## config.mk

```make
export PLATFORM = sky130hd
export DESIGN_NAME = flv_tag_demux_core_flat
export DESIGN_NICKNAME = d
export VERILOG_FILES = /design/src/flv_tdmx_pkg.sv /design/src/flv_tdmx_in_if.sv /design/src/flv_tdmx_out_if.sv /design/src/flv_tag_demux_core.sv /design/src/flat_wrapper.sv
export SDC_FILE = /design/constraint.sdc
export NUM_CORES = 1
export LEC_CHECK = 0
export ABC_AREA = 1
export BUFFER_PORTS_ARGS = -buffer_cell sky130_fd_sc_hd__buf_2
export CAP_MARGIN = 20
export CORE_UTILIZATION = 54
export DETAILED_ROUTE_END_ITERATION = 10
export HOLD_SLACK_MARGIN = 0.15
export PLACE_DENSITY = 0.77
export SYNTH_ARGS = -nofsm -noshare
export SYNTH_HDL_FRONTEND = slang
export SYNTH_SLANG_ARGS = --single-unit
```

## constraint.sdc

```tcl
create_clock -name i_clk -period 6.7 [get_ports i_clk]
set_input_delay 0.67 -clock i_clk [delete_from_list [all_inputs] [get_ports i_clk]]
set_output_delay 0.67 -clock i_clk [all_outputs]
set_load 0.02 [all_outputs]
```

## src/flv_tdmx_pkg.sv

```systemverilog
// Shared types and constants for the FLV tag demultiplexer.
// Used by the core; the channel interfaces only mirror its widths. Depends on nothing.
package flv_tdmx_pkg;

    // Tag type codes as they appear in the tag header.
    localparam logic [7:0] TYPE_AUDIO  = 8'd8;
    localparam logic [7:0] TYPE_VIDEO  = 8'd9;
    localparam logic [7:0] TYPE_SCRIPT = 8'd18;

    // Byte counts and byte indexes of the fixed parts of the file.
    localparam logic [31:0] HDR_LEN       = 32'd9;
    localparam logic [31:0] OFFSET_FIRST  = 32'd5;
    localparam logic [31:0] PREV_SIZE_LEN = 32'd4;
    localparam logic [31:0] TAG_HDR_LAST  = 32'd10;
    localparam logic [31:0] SIZE_LAST     = 32'd3;
    localparam logic [31:0] TIME_LAST     = 32'd6;

    // Preamble burst: nine header bytes, four zero bytes, then the type byte.
    localparam int unsigned HDR_DEPTH = 9;
    localparam logic [3:0]  PRE_ZERO_FIRST = 4'd9;
    localparam logic [3:0]  PRE_LAST       = 4'd13;

    localparam logic [1:0] DEST_NONE  = 2'd0;
    localparam logic [1:0] DEST_AUDIO = 2'd1;
    localparam logic [1:0] DEST_VIDEO = 2'd2;

    localparam logic [1:0] EV_NONE  = 2'd0;
    localparam logic [1:0] EV_TAG   = 2'd1;
    localparam logic [1:0] EV_AUDIO = 2'd2;
    localparam logic [1:0] EV_VIDEO = 2'd3;

    localparam logic [1:0] KIND_AUDIO   = 2'd0;
    localparam logic [1:0] KIND_VIDEO   = 2'd1;
    localparam logic [1:0] KIND_SCRIPT  = 2'd2;
    localparam logic [1:0] KIND_UNKNOWN = 2'd3;

    // Register indexes on the configuration port (paddr[2]).
    localparam logic REG_AUDIO_EN = 1'b0;
    localparam logic REG_VIDEO_EN = 1'b1;

    typedef enum logic [7:0] {
        PH_FILEHDR  = 8'b0000_0001,
        PH_OFFSKIP  = 8'b0000_0010,
        PH_PREVSIZE = 8'b0000_0100,
        PH_TAGHDR   = 8'b0000_1000,
        PH_AUDDESC  = 8'b0001_0000,
        PH_AUDDATA  = 8'b0010_0000,
        PH_VIDDATA  = 8'b0100_0000,
        PH_SKIPDATA = 8'b1000_0000
    } t_phase;

    typedef struct packed {
        logic [7:0]  out_byte;
        logic [1:0]  out_dest;
        logic        last_of_run;
        logic [1:0]  tag_event;
        logic [1:0]  tag_kind;
        logic [23:0] tag_size;
        logic [23:0] tag_time;
        logic [31:0] prev_tag_size;
        logic [3:0]  desc_high;
        logic [3:0]  desc_low;
    } t_result;

    function automatic logic [1:0] kind_of(input logic [7:0] tag_type);
        logic [1:0] k;
        if (tag_type == TYPE_AUDIO) begin
            k = KIND_AUDIO;
        end else if (tag_type == TYPE_VIDEO) begin
            k = KIND_VIDEO;
        end else if (tag_type == TYPE_SCRIPT) begin
            k = KIND_SCRIPT;
        end else begin
            k = KIND_UNKNOWN;
        end
        return k;
    endfunction

endpackage

```

## src/flv_tdmx_in_if.sv

```systemverilog
// Input byte channel of the FLV tag demultiplexer: valid/ready plus one file byte.
// Depends on flv_tdmx_pkg only by convention; carries plain vectors.
interface flv_tdmx_in_if;
    logic       valid;
    logic       ready;
    logic [7:0] in_byte;

    modport source (output valid, output in_byte, input ready);
    modport sink   (input valid, input in_byte, output ready);
endinterface

```

## src/flv_tdmx_out_if.sv

```systemverilog
// Result channel of the FLV tag demultiplexer: valid/ready plus the result fields.
// Field widths follow t_result in flv_tdmx_pkg.
interface flv_tdmx_out_if;
    logic        valid;
    logic        ready;
    logic [7:0]  out_byte;
    logic [1:0]  out_dest;
    logic        last_of_run;
    logic [1:0]  tag_event;
    logic [1:0]  tag_kind;
    logic [23:0] tag_size;
    logic [23:0] tag_time;
    logic [31:0] prev_tag_size;
    logic [3:0]  desc_high;
    logic [3:0]  desc_low;

    modport source (output valid, output out_byte, output out_dest, output last_of_run,
                    output tag_event, output tag_kind, output tag_size, output tag_time,
                    output prev_tag_size, output desc_high, output desc_low, input ready);
    modport sink   (input valid, input out_byte, input out_dest, input last_of_run,
                    input tag_event, input tag_kind, input tag_size, input tag_time,
                    input prev_tag_size, input desc_high, input desc_low, output ready);
endinterface

```

## src/flv_tag_demux_core.sv

```systemverilog
// FLV tag demultiplexer top level: byte parser, preamble burst and result register.
// Depends on flv_tdmx_pkg, flv_tdmx_in_if and flv_tdmx_out_if.
//
// Takes one FLV file byte per cycle while the result register is free and returns each
// result in the cycle after the byte that causes it, through a single result register; a
// new byte is taken in the same cycle that the waiting result is taken. The one exception
// is the type byte of the first video tag routed to the video stream: it opens a
// 14-transaction burst (stored 9-byte file header, four zero bytes, then the type byte)
// drained one per cycle unless the result is stalled; input is held off until it ends.
// The two extract enables sit at byte addresses 0 (audio) and 4 (video).
module flv_tag_demux_core (
    input  logic                    i_clk,
    input  logic                    i_rst_n,
    flv_tdmx_in_if.sink             i_in,
    flv_tdmx_out_if.source          o_res,
    input  logic                    psel,
    input  logic                    penable,
    input  logic                    pwrite,
    input  logic [2:0]              paddr,
    input  logic [31:0]             pwdata,
    output logic [31:0]             prdata,
    output logic                    pready
);
    import flv_tdmx_pkg::*;

    // Configuration.
    logic r_aud_en;
    logic r_vid_en;
    logic cfg_wr;

    // Parser state.
    t_phase      r_phase, n_phase;
    logic [31:0] r_bc, n_bc;
    logic [31:0] r_off, n_off;
    logic [31:0] r_prev, n_prev;
    logic [7:0]  r_type, n_type;
    logic [23:0] r_size, n_size;
    logic [23:0] r_time, n_time;
    logic        r_vstart, n_vstart;
    logic        r_route, n_route;
    logic [7:0]  r_hdr [HDR_DEPTH];

    // Preamble burst.
    logic        r_burst_act;
    logic [3:0]  r_burst_cnt;
    logic [7:0]  r_burst_byte;

    // Result register.
    logic        r_out_valid;
    t_result     r_out;

    logic        out_free;
    logic        accept;
    logic [7:0]  b;
    logic [31:0] bc_inc;
    logic [31:0] bc_dec;
    logic        fwd;
    logic        pre;
    logic        res_v;
    logic [1:0]  res_dest;
    logic [1:0]  res_ev;
    logic [7:0]  res_d;
    t_result     step_res;
    t_result     burst_res;
    t_result     pre_res;
    logic [7:0]  burst_data;

    assign cfg_wr   = psel && penable && pwrite && pready;
    assign pready   = 1'b1;
    assign prdata   = (paddr[2] == REG_VIDEO_EN) ? {31'd0, r_vid_en} : {31'd0, r_aud_en};

    assign out_free = !r_out_valid || o_res.ready;
    assign i_in.ready = out_free && !r_burst_act;
    assign accept   = i_in.valid && i_in.ready;
    assign b        = i_in.in_byte;
    assign bc_inc   = r_bc + 32'd1;
    assign bc_dec   = r_bc - 32'd1;

    always_comb begin
        n_phase  = r_phase;
        n_bc     = r_bc;
        n_off    = r_off;
        n_prev   = r_prev;
        n_type   = r_type;
        n_size   = r_size;
        n_time   = r_time;
        n_vstart = r_vstart;
        n_route  = r_route;
        res_v    = 1'b0;
        res_dest = DEST_NONE;
        res_ev   = EV_NONE;
        res_d    = 8'd0;
        pre      = 1'b0;
        fwd      = 1'b0;
        case (r_phase)
            PH_FILEHDR: begin
                if (r_bc >= OFFSET_FIRST) begin
                    n_off = {r_off[23:0], b};
                end
                n_bc = bc_inc;
                if (bc_inc >= HDR_LEN) begin
                    if (n_off <= HDR_LEN) begin
                        n_phase = PH_PREVSIZE;
                        n_bc    = 32'd0;
                        n_route = 1'b0;
                    end else begin
                        n_phase = PH_OFFSKIP;
                        n_bc    = HDR_LEN;
                    end
                end
            end
            PH_OFFSKIP: begin
                n_bc = bc_inc;
                if (bc_inc >= r_off) begin
                    n_phase = PH_PREVSIZE;
                    n_bc    = 32'd0;
                    n_route = 1'b0;
                end
            end
            PH_PREVSIZE: begin
                if (r_route && r_vid_en) begin
                    res_v    = 1'b1;
                    res_dest = DEST_VIDEO;
                end
                n_prev = {r_prev[23:0], b};
                n_bc   = bc_inc;
                if (bc_inc >= PREV_SIZE_LEN) begin
                    n_phase = PH_TAGHDR;
                    n_bc    = 32'd0;
                    n_route = 1'b0;
                end
            end
            PH_TAGHDR: begin
                if (r_bc == 32'd0) begin
                    n_type = b;
                    n_size = 24'd0;
                    n_time = 24'd0;
                    if (b == TYPE_VIDEO && r_vid_en && !r_vstart) begin
                        pre      = 1'b1;
                        n_vstart = 1'b1;
                    end
                end else if (r_bc <= SIZE_LAST) begin
                    n_size = {r_size[15:0], b};
                end else if (r_bc <= TIME_LAST) begin
                    n_time = {r_time[15:0], b};
                end
                fwd = (n_type == TYPE_VIDEO) && r_vid_en;
                if (r_bc >= TAG_HDR_LAST) begin
                    res_v    = 1'b1;
                    res_dest = fwd ? DEST_VIDEO : DEST_NONE;
                    res_ev   = EV_TAG;
                    if (r_size == 24'd0) begin
                        n_phase = PH_PREVSIZE;
                        n_bc    = 32'd0;
                        n_route = (r_type == TYPE_VIDEO);
                    end else begin
                        n_bc = {8'd0, r_size};
                        if (r_type == TYPE_AUDIO) begin
                            n_phase = PH_AUDDESC;
                        end else if (r_type == TYPE_VIDEO) begin
                            n_phase = PH_VIDDATA;
                        end else begin
                            n_phase = PH_SKIPDATA;
                        end
                    end
                end else begin
                    if (fwd) begin
                        res_v    = 1'b1;
                        res_dest = DEST_VIDEO;
                    end
                    n_bc = bc_inc;
                end
            end
            PH_AUDDESC: begin
                // The first audio byte is reported as a descriptor and never forwarded.
                res_v  = 1'b1;
                res_ev = EV_AUDIO;
                res_d  = b;
                if (r_bc <= 32'd1) begin
                    n_phase = PH_PREVSIZE;
                    n_bc    = 32'd0;
                    n_route = 1'b0;
                end else begin
                    n_bc    = bc_dec;
                    n_phase = PH_AUDDATA;
                end
            end
            PH_AUDDATA: begin
                if (r_aud_en) begin
                    res_v    = 1'b1;
                    res_dest = DEST_AUDIO;
                end
                if (r_bc <= 32'd1) begin
                    n_phase = PH_PREVSIZE;
                    n_bc    = 32'd0;
                    n_route = 1'b0;
                end else begin
                    n_bc = bc_dec;
                end
            end
            PH_VIDDATA: begin
                if (r_bc == {8'd0, r_size}) begin
                    res_v    = 1'b1;
                    res_dest = r_vid_en ? DEST_VIDEO : DEST_NONE;
                    res_ev   = EV_VIDEO;
                    res_d    = b;
                end else if (r_vid_en) begin
                    res_v    = 1'b1;
                    res_dest = DEST_VIDEO;
                end
                if (r_bc <= 32'd1) begin
                    n_phase = PH_PREVSIZE;
                    n_bc    = 32'd0;
                    n_route = 1'b1;
                end else begin
                    n_bc = bc_dec;
                end
            end
            PH_SKIPDATA: begin
                if (r_bc <= 32'd1) begin
                    n_phase = PH_PREVSIZE;
                    n_bc    = 32'd0;
                    n_route = 1'b0;
                end else begin
                    n_bc = bc_dec;
                end
            end
            default: begin
                n_phase = r_phase;
            end
        endcase
    end

    // Result of a single-result byte; tag fields come from the tag being parsed.
    always_comb begin
        step_res.out_byte      = (res_dest != DEST_NONE) ? b : 8'd0;
        step_res.out_dest      = res_dest;
        step_res.last_of_run   = 1'b1;
        step_res.tag_event     = res_ev;
        step_res.tag_kind      = (res_ev != EV_NONE) ? kind_of(r_type) : KIND_AUDIO;
        step_res.tag_size      = (res_ev != EV_NONE) ? r_size : 24'd0;
        step_res.tag_time      = (res_ev != EV_NONE) ? r_time : 24'd0;
        step_res.prev_tag_size = (res_ev != EV_NONE) ? r_prev : 32'd0;
        step_res.desc_high     = (res_ev >= EV_AUDIO) ? res_d[7:4] : 4'd0;
        step_res.desc_low      = (res_ev >= EV_AUDIO) ? res_d[3:0] : 4'd0;
    end

    // Burst entry at r_burst_cnt: header bytes, then zeros, then the saved type byte.
    always_comb begin
        if (r_burst_cnt < PRE_ZERO_FIRST) begin
            burst_data = r_hdr[r_burst_cnt];
        end else if (r_burst_cnt == PRE_LAST) begin
            burst_data = r_burst_byte;
        end else begin
            burst_data = 8'd0;
        end
        burst_res               = '0;
        burst_res.out_byte      = burst_data;
        burst_res.out_dest      = DEST_VIDEO;
        burst_res.last_of_run   = (r_burst_cnt == PRE_LAST);
        pre_res                 = '0;
        pre_res.out_byte        = r_hdr[0];
        pre_res.out_dest        = DEST_VIDEO;
    end

    always_ff @(posedge i_clk) begin
        if (!i_rst_n) begin
            r_aud_en <= 1'b1;
            r_vid_en <= 1'b1;
        end else if (cfg_wr) begin
            if (paddr[2] == REG_AUDIO_EN) begin
                r_aud_en <= pwdata[0];
            end else begin
                r_vid_en <= pwdata[0];
            end
        end
    end

    always_ff @(posedge i_clk) begin
        if (!i_rst_n) begin
            r_phase  <= PH_FILEHDR;
            r_bc     <= 32'd0;
            r_off    <= 32'd0;
            r_prev   <= 32'd0;
            r_type   <= 8'd0;
            r_size   <= 24'd0;
            r_time   <= 24'd0;
            r_vstart <= 1'b0;
            r_route  <= 1'b0;
        end else if (accept) begin
            r_phase  <= n_phase;
            r_bc     <= n_bc;
            r_off    <= n_off;
            r_prev   <= n_prev;
            r_type   <= n_type;
            r_size   <= n_size;
            r_time   <= n_time;
            r_vstart <= n_vstart;
            r_route  <= n_route;
        end
    end

    always_ff @(posedge i_clk) begin
        if (accept && r_phase == PH_FILEHDR) begin
            r_hdr[r_bc[3:0]] <= b;
        end
    end

    always_ff @(posedge i_clk) begin
        if (!i_rst_n) begin
            r_burst_act <= 1'b0;
            r_burst_cnt <= 4'd0;
            r_out_valid <= 1'b0;
        end else if (out_free) begin
            if (r_burst_act) begin
                r_out_valid <= 1'b1;
                r_out       <= burst_res;
                r_burst_cnt <= r_burst_cnt + 4'd1;
                if (r_burst_cnt == PRE_LAST) begin
                    r_burst_act <= 1'b0;
                end
            end else if (accept && pre) begin
                // Header byte 0 goes out now; the rest follow from the burst counter.
                r_out_valid         <= 1'b1;
                r_out               <= pre_res;
                r_burst_act         <= 1'b1;
                r_burst_cnt         <= 4'd1;
                r_burst_byte        <= b;
            end else if (accept && res_v) begin
                r_out_valid <= 1'b1;
                r_out       <= step_res;
            end else begin
                r_out_valid <= 1'b0;
            end
        end
    end

    assign o_res.valid         = r_out_valid;
    assign o_res.out_byte      = r_out.out_byte;
    assign o_res.out_dest      = r_out.out_dest;
    assign o_res.last_of_run   = r_out.last_of_run;
    assign o_res.tag_event     = r_out.tag_event;
    assign o_res.tag_kind      = r_out.tag_kind;
    assign o_res.tag_size      = r_out.tag_size;
    assign o_res.tag_time      = r_out.tag_time;
    assign o_res.prev_tag_size = r_out.prev_tag_size;
    assign o_res.desc_high     = r_out.desc_high;
    assign o_res.desc_low      = r_out.desc_low;

endmodule

```

## src/flat_wrapper.sv

```systemverilog
// flat-port wrapper written by rule: the top's interface ports become plain ports
module flv_tag_demux_core_flat import flv_tdmx_pkg::*;
  (i_clk, i_rst_n, psel, penable, pwrite, paddr, pwdata, prdata, pready, i_in_valid, i_in_in_byte, i_in_ready, o_res_valid, o_res_out_byte, o_res_out_dest, o_res_last_of_run, o_res_tag_event, o_res_tag_kind, o_res_tag_size, o_res_tag_time, o_res_prev_tag_size, o_res_desc_high, o_res_desc_low, o_res_ready);
  flv_tdmx_in_if i_in_i ();
  flv_tdmx_out_if o_res_i ();
  input  logic i_clk;
  input  logic i_rst_n;
  input  logic psel;
  input  logic penable;
  input  logic pwrite;
  input  logic [2:0] paddr;
  input  logic [31:0] pwdata;
  output logic [31:0] prdata;
  output logic pready;
  input wire logic [$bits(i_in_i.valid)-1:0] i_in_valid;
  input wire logic [$bits(i_in_i.in_byte)-1:0] i_in_in_byte;
  output wire logic [$bits(i_in_i.ready)-1:0] i_in_ready;
  output wire logic [$bits(o_res_i.valid)-1:0] o_res_valid;
  output wire logic [$bits(o_res_i.out_byte)-1:0] o_res_out_byte;
  output wire logic [$bits(o_res_i.out_dest)-1:0] o_res_out_dest;
  output wire logic [$bits(o_res_i.last_of_run)-1:0] o_res_last_of_run;
  output wire logic [$bits(o_res_i.tag_event)-1:0] o_res_tag_event;
  output wire logic [$bits(o_res_i.tag_kind)-1:0] o_res_tag_kind;
  output wire logic [$bits(o_res_i.tag_size)-1:0] o_res_tag_size;
  output wire logic [$bits(o_res_i.tag_time)-1:0] o_res_tag_time;
  output wire logic [$bits(o_res_i.prev_tag_size)-1:0] o_res_prev_tag_size;
  output wire logic [$bits(o_res_i.desc_high)-1:0] o_res_desc_high;
  output wire logic [$bits(o_res_i.desc_low)-1:0] o_res_desc_low;
  input wire logic [$bits(o_res_i.ready)-1:0] o_res_ready;
  assign i_in_i.valid = i_in_valid;
  assign i_in_i.in_byte = i_in_in_byte;
  assign i_in_ready = i_in_i.ready;
  assign o_res_valid = o_res_i.valid;
  assign o_res_out_byte = o_res_i.out_byte;
  assign o_res_out_dest = o_res_i.out_dest;
  assign o_res_last_of_run = o_res_i.last_of_run;
  assign o_res_tag_event = o_res_i.tag_event;
  assign o_res_tag_kind = o_res_i.tag_kind;
  assign o_res_tag_size = o_res_i.tag_size;
  assign o_res_tag_time = o_res_i.tag_time;
  assign o_res_prev_tag_size = o_res_i.prev_tag_size;
  assign o_res_desc_high = o_res_i.desc_high;
  assign o_res_desc_low = o_res_i.desc_low;
  assign o_res_i.ready = o_res_ready;
  flv_tag_demux_core u_core (.i_clk(i_clk), .i_rst_n(i_rst_n), .i_in(i_in_i), .o_res(o_res_i), .psel(psel), .penable(penable), .pwrite(pwrite), .paddr(paddr), .pwdata(pwdata), .prdata(prdata), .pready(pready));
endmodule
```

==> reports/metrics.cfg <==
[clock_tree]
path_clk_slew_ns=0.06
postCtsHoldBufs=0
cts_tree=yes
cts_sinks=357
postCtsSetupBuffers=0
clock_path_buffers=3
cts_buffers=38
clockRootBuffer=clkbuf_16
h-tree-depth=2
ctsResizeCount=0
clk_latency_ns=0.55

[worst_setup_path]
crit_arrival_ns=5.43
crit_fanout=26
path_class=flip-flop to flip-flop
startpoint_type=flip-flop
required_ns=7.13
endpoint_kind=flip-flop

[timing]
relSlewSlack_pct=28.24
fin_tns_setup_ns=0
hold_ws_ns=0.4038
maxSlewViolCount=0
finalCritPeriodShare_pct=74.59
finalHoldViolations=0
rsz0062_at_grt=no
fin_ws_ns=1.703
fin_skew_ns=0.02145
finalSetupViolCount=0
max_freq_mhz=200.1
tightest_slew_ns=1.075
fin_crit_ns=4.997

[synthesis]
synthMuxAreaShare_pct=0
synth_top_family_by_area=simple AND/OR/NAND/NOR gates
synthDistinctLibCells=53
synth_seq_cells=357
ys_seq_area_share_pct=48.91
synth_edf_count=183
synth-xor-area-share_pct=2.324
ys_warn_count=0
synth-simple-area-share_pct=22.04
postSynthCellCount=2246
synthAdderAreaFrac_pct=2.726
async_flop_share_pct=0
synth_compound_area_share_pct=13.90
netlist_area_sq_um=18360
syn_avg_cell_area_sq_um=8.173
ys.flop_type=edfxtp_1

[layout]
stdcell_count=2794
stdcell_area_sq_um=20380
drive_gt1_share_pct=12.57
synthToLayoutAreaGrowth_pct=11.04
finalNetCount=2406
n_antenna_cell=0
utilization_pct=60.79
n_fill_cell=2921

[power]
power.net_switching_mw=2.682
ir_worst_vdd_mv=0.3274
switching_share_pct=38.38
power_density_nw_per_um2=342.8
p_comb_share_pct=33.4
p_int_mw=4.306
pwr-share-seq_pct=36.0
power_mw=6.989
power.leakage_nw=8.494
clock_power_share_pct=30.6

[die]
fp.dieH_um=186.4
initial_core_util_pct=54.75
die_x_um=186.4
coreArea_sq_um=33530
ioPinCount=188
num_rows=67
dieArea_sq_um=34740

[detailed_routing]
drt-initial-drc-count=1610
drtPass1Iterations=9
vias=15810
wl_per_cell_um=17.75
drc=0
vias_per_cell=5.657
routed_wl_um=49600
ant_nets=0

[global_route]
grt_pass1_wl_um=77560
grt_max_degree=92
grt_overflow=0
grt_pass1_vias=14580
antenna_found_initial=0
grt_usage_pct=27.98

[placement]
port_buffers=122
place_area_sq_um=18990
gp_congestion=0.9480
dpl.hpwl_um=34530
dpl.cell_count=2719
post-place-ws_ns=1.906

[min_path]
hold_path_class=input port to flip-flop

[job]
max_cap_violations=0

[outcome]
status=finished, final reports clean

==> final timing paths <==
check / startpoint / endpoint / slack [ns] / depth (start not counted)
max reg2reg: u_core.r_bc[0] / u_core.r_phase[4] / 1.70 / 23
min reg2reg: u_core.r_prev[19] / u_core.r_prev[27] / 0.47 / 2
max: u_core.r_bc[0] / u_core.r_phase[4] / 1.70 / 23
min: pwdata[0] / u_core.r_aud_en / 0.40 / 2
==> state kept, by name, indices dropped and copies added, names as in the netlist, 32 cells and up, named ones only <==
signal / flops
u_core.o_res.prev_tag_size: 32
u_core.r_hdr: 72
u_core.r_prev: 32
u_core.r_off: 32
u_core.r_bc: 32
==> metal layers <==
metal | track usage [%] | part of all wire [%] | routed length [um]
met1 | 37.65 | 42 | 21000
met2 | 45.71 | 47 | 23470
met3 | 3.573 | 6.9 | 3438
met4 | 11.54 | 3.4 | 1699
met5 | 0 | 0 | 0
==> synthesized netlist by cell type (32+ instances only) <==
library cell  instances  area [sq um]
a21oi_1             173         865.8
buf_4                50         375.4
nand3_1              70         350.3
nor2_1              298          1119
inv_1               267          1002
edfxtp_1            183          5495
nand2_1             375          1408
nor3_1               41         205.2
ha_1                 40         500.5
a211oi_1             34         255.2
o21ai_0             182         910.9
clkbuf_1             57         214.0
dfxtp_1             174          3483
o22ai_1              32         200.2
==> worst max-delay path: stages, from the launching register on <==
cell,delay [ns]
dfxtp_1,0.67
ha_1,0.39
nand3_2,0.18
nor2_2,0.32
inv_2,0.09
nor2_4,0.13
nand3_1,0.09
nand2_1,0.13
inv_1,0.06
ha_1,0.26
nand2_1,0.07
nor2_1,0.16
nand4_1,0.12
nor4_1,0.39
nand2_1,0.11
nand3_1,0.10
buf_4,0.31
inv_1,0.18
nand2_1,0.10
nand2_1,0.06
nor2_2,0.38
clkinv_1,0.29
a21oi_1,0.19
nor2_1,0.06
==> cells by family (layout without fill, tap and decap cells) <==
group                    after synthesis  in the layout
AND/OR/NAND/NOR                      908            908
flip-flops                           357            357
XOR/XNOR                              47             47
AO/OA/AOI/OAI                        466            466
other                                  2             32
adder cells (fa/ha/maj)               40             40
buffers and inverters                426            496
==> power groups by stage <==
stage	sequential (mW)	clock [mW]	combinational, mW
4_1_cts	2.51	2.16	2.27
2_1_floorplan	2.53	0	1.70
5_1_grt	2.53	2.25	2.54
6_report	2.52	2.14	2.33
3_3_place_gp	2.55	0	2.22
3_5_place_dp	2.56	0	2.25
==> cell usage in the layout (no fill, tap or decap), types with 5 or more instances in the layout <==
| cell type | instances |
|---|---|
| nor4_1 | 17 |
| a211oi_1 | 34 |
| clkbuf_8 | 5 |
| o2111ai_1 | 9 |
| xor2_1 | 30 |
| edfxtp_1 | 183 |
| o22ai_1 | 32 |
| ha_1 | 40 |
| clkbuf_1 | 8 |
| nor2_1 | 296 |
| nor3_1 | 41 |
| inv_2 | 18 |
| buf_4 | 13 |
| o21ai_0 | 182 |
| nand2_1 | 375 |
| inv_1 | 267 |
| o21ai_1 | 15 |
| nand4_1 | 31 |
| dfxtp_1 | 174 |
| clkinv_2 | 8 |
| buf_2 | 122 |
| a21oi_1 | 173 |
| nand3_1 | 70 |
| clkbuf_16 | 40 |
| nand2_2 | 13 |
| nor2_2 | 24 |
| o31ai_1 | 5 |
| conb_1 | 32 |
| nor2_4 | 12 |
| xnor2_1 | 15 |
| nand3_2 | 5 |
==> area by class of cell <==
| type | count | area, sq um | area share, % |
|---|---|---|---|
| Sequential cell | 357 | 8979 | 44.05 |
| Inverter | 286 | 1074 | 5.266 |
| Clock inverter | 17 | 182.7 | 0.8961 |
| Clock buffer | 53 | 1100 | 5.395 |
| Tap cell | 448 | 560.5 | 2.750 |
| Timing Repair Buffer | 140 | 815.8 | 4.002 |
| Multi-Input combinational cell | 1493 | 7674 | 37.64 |
No activity file was read; power rests on OpenSTA's default activity.
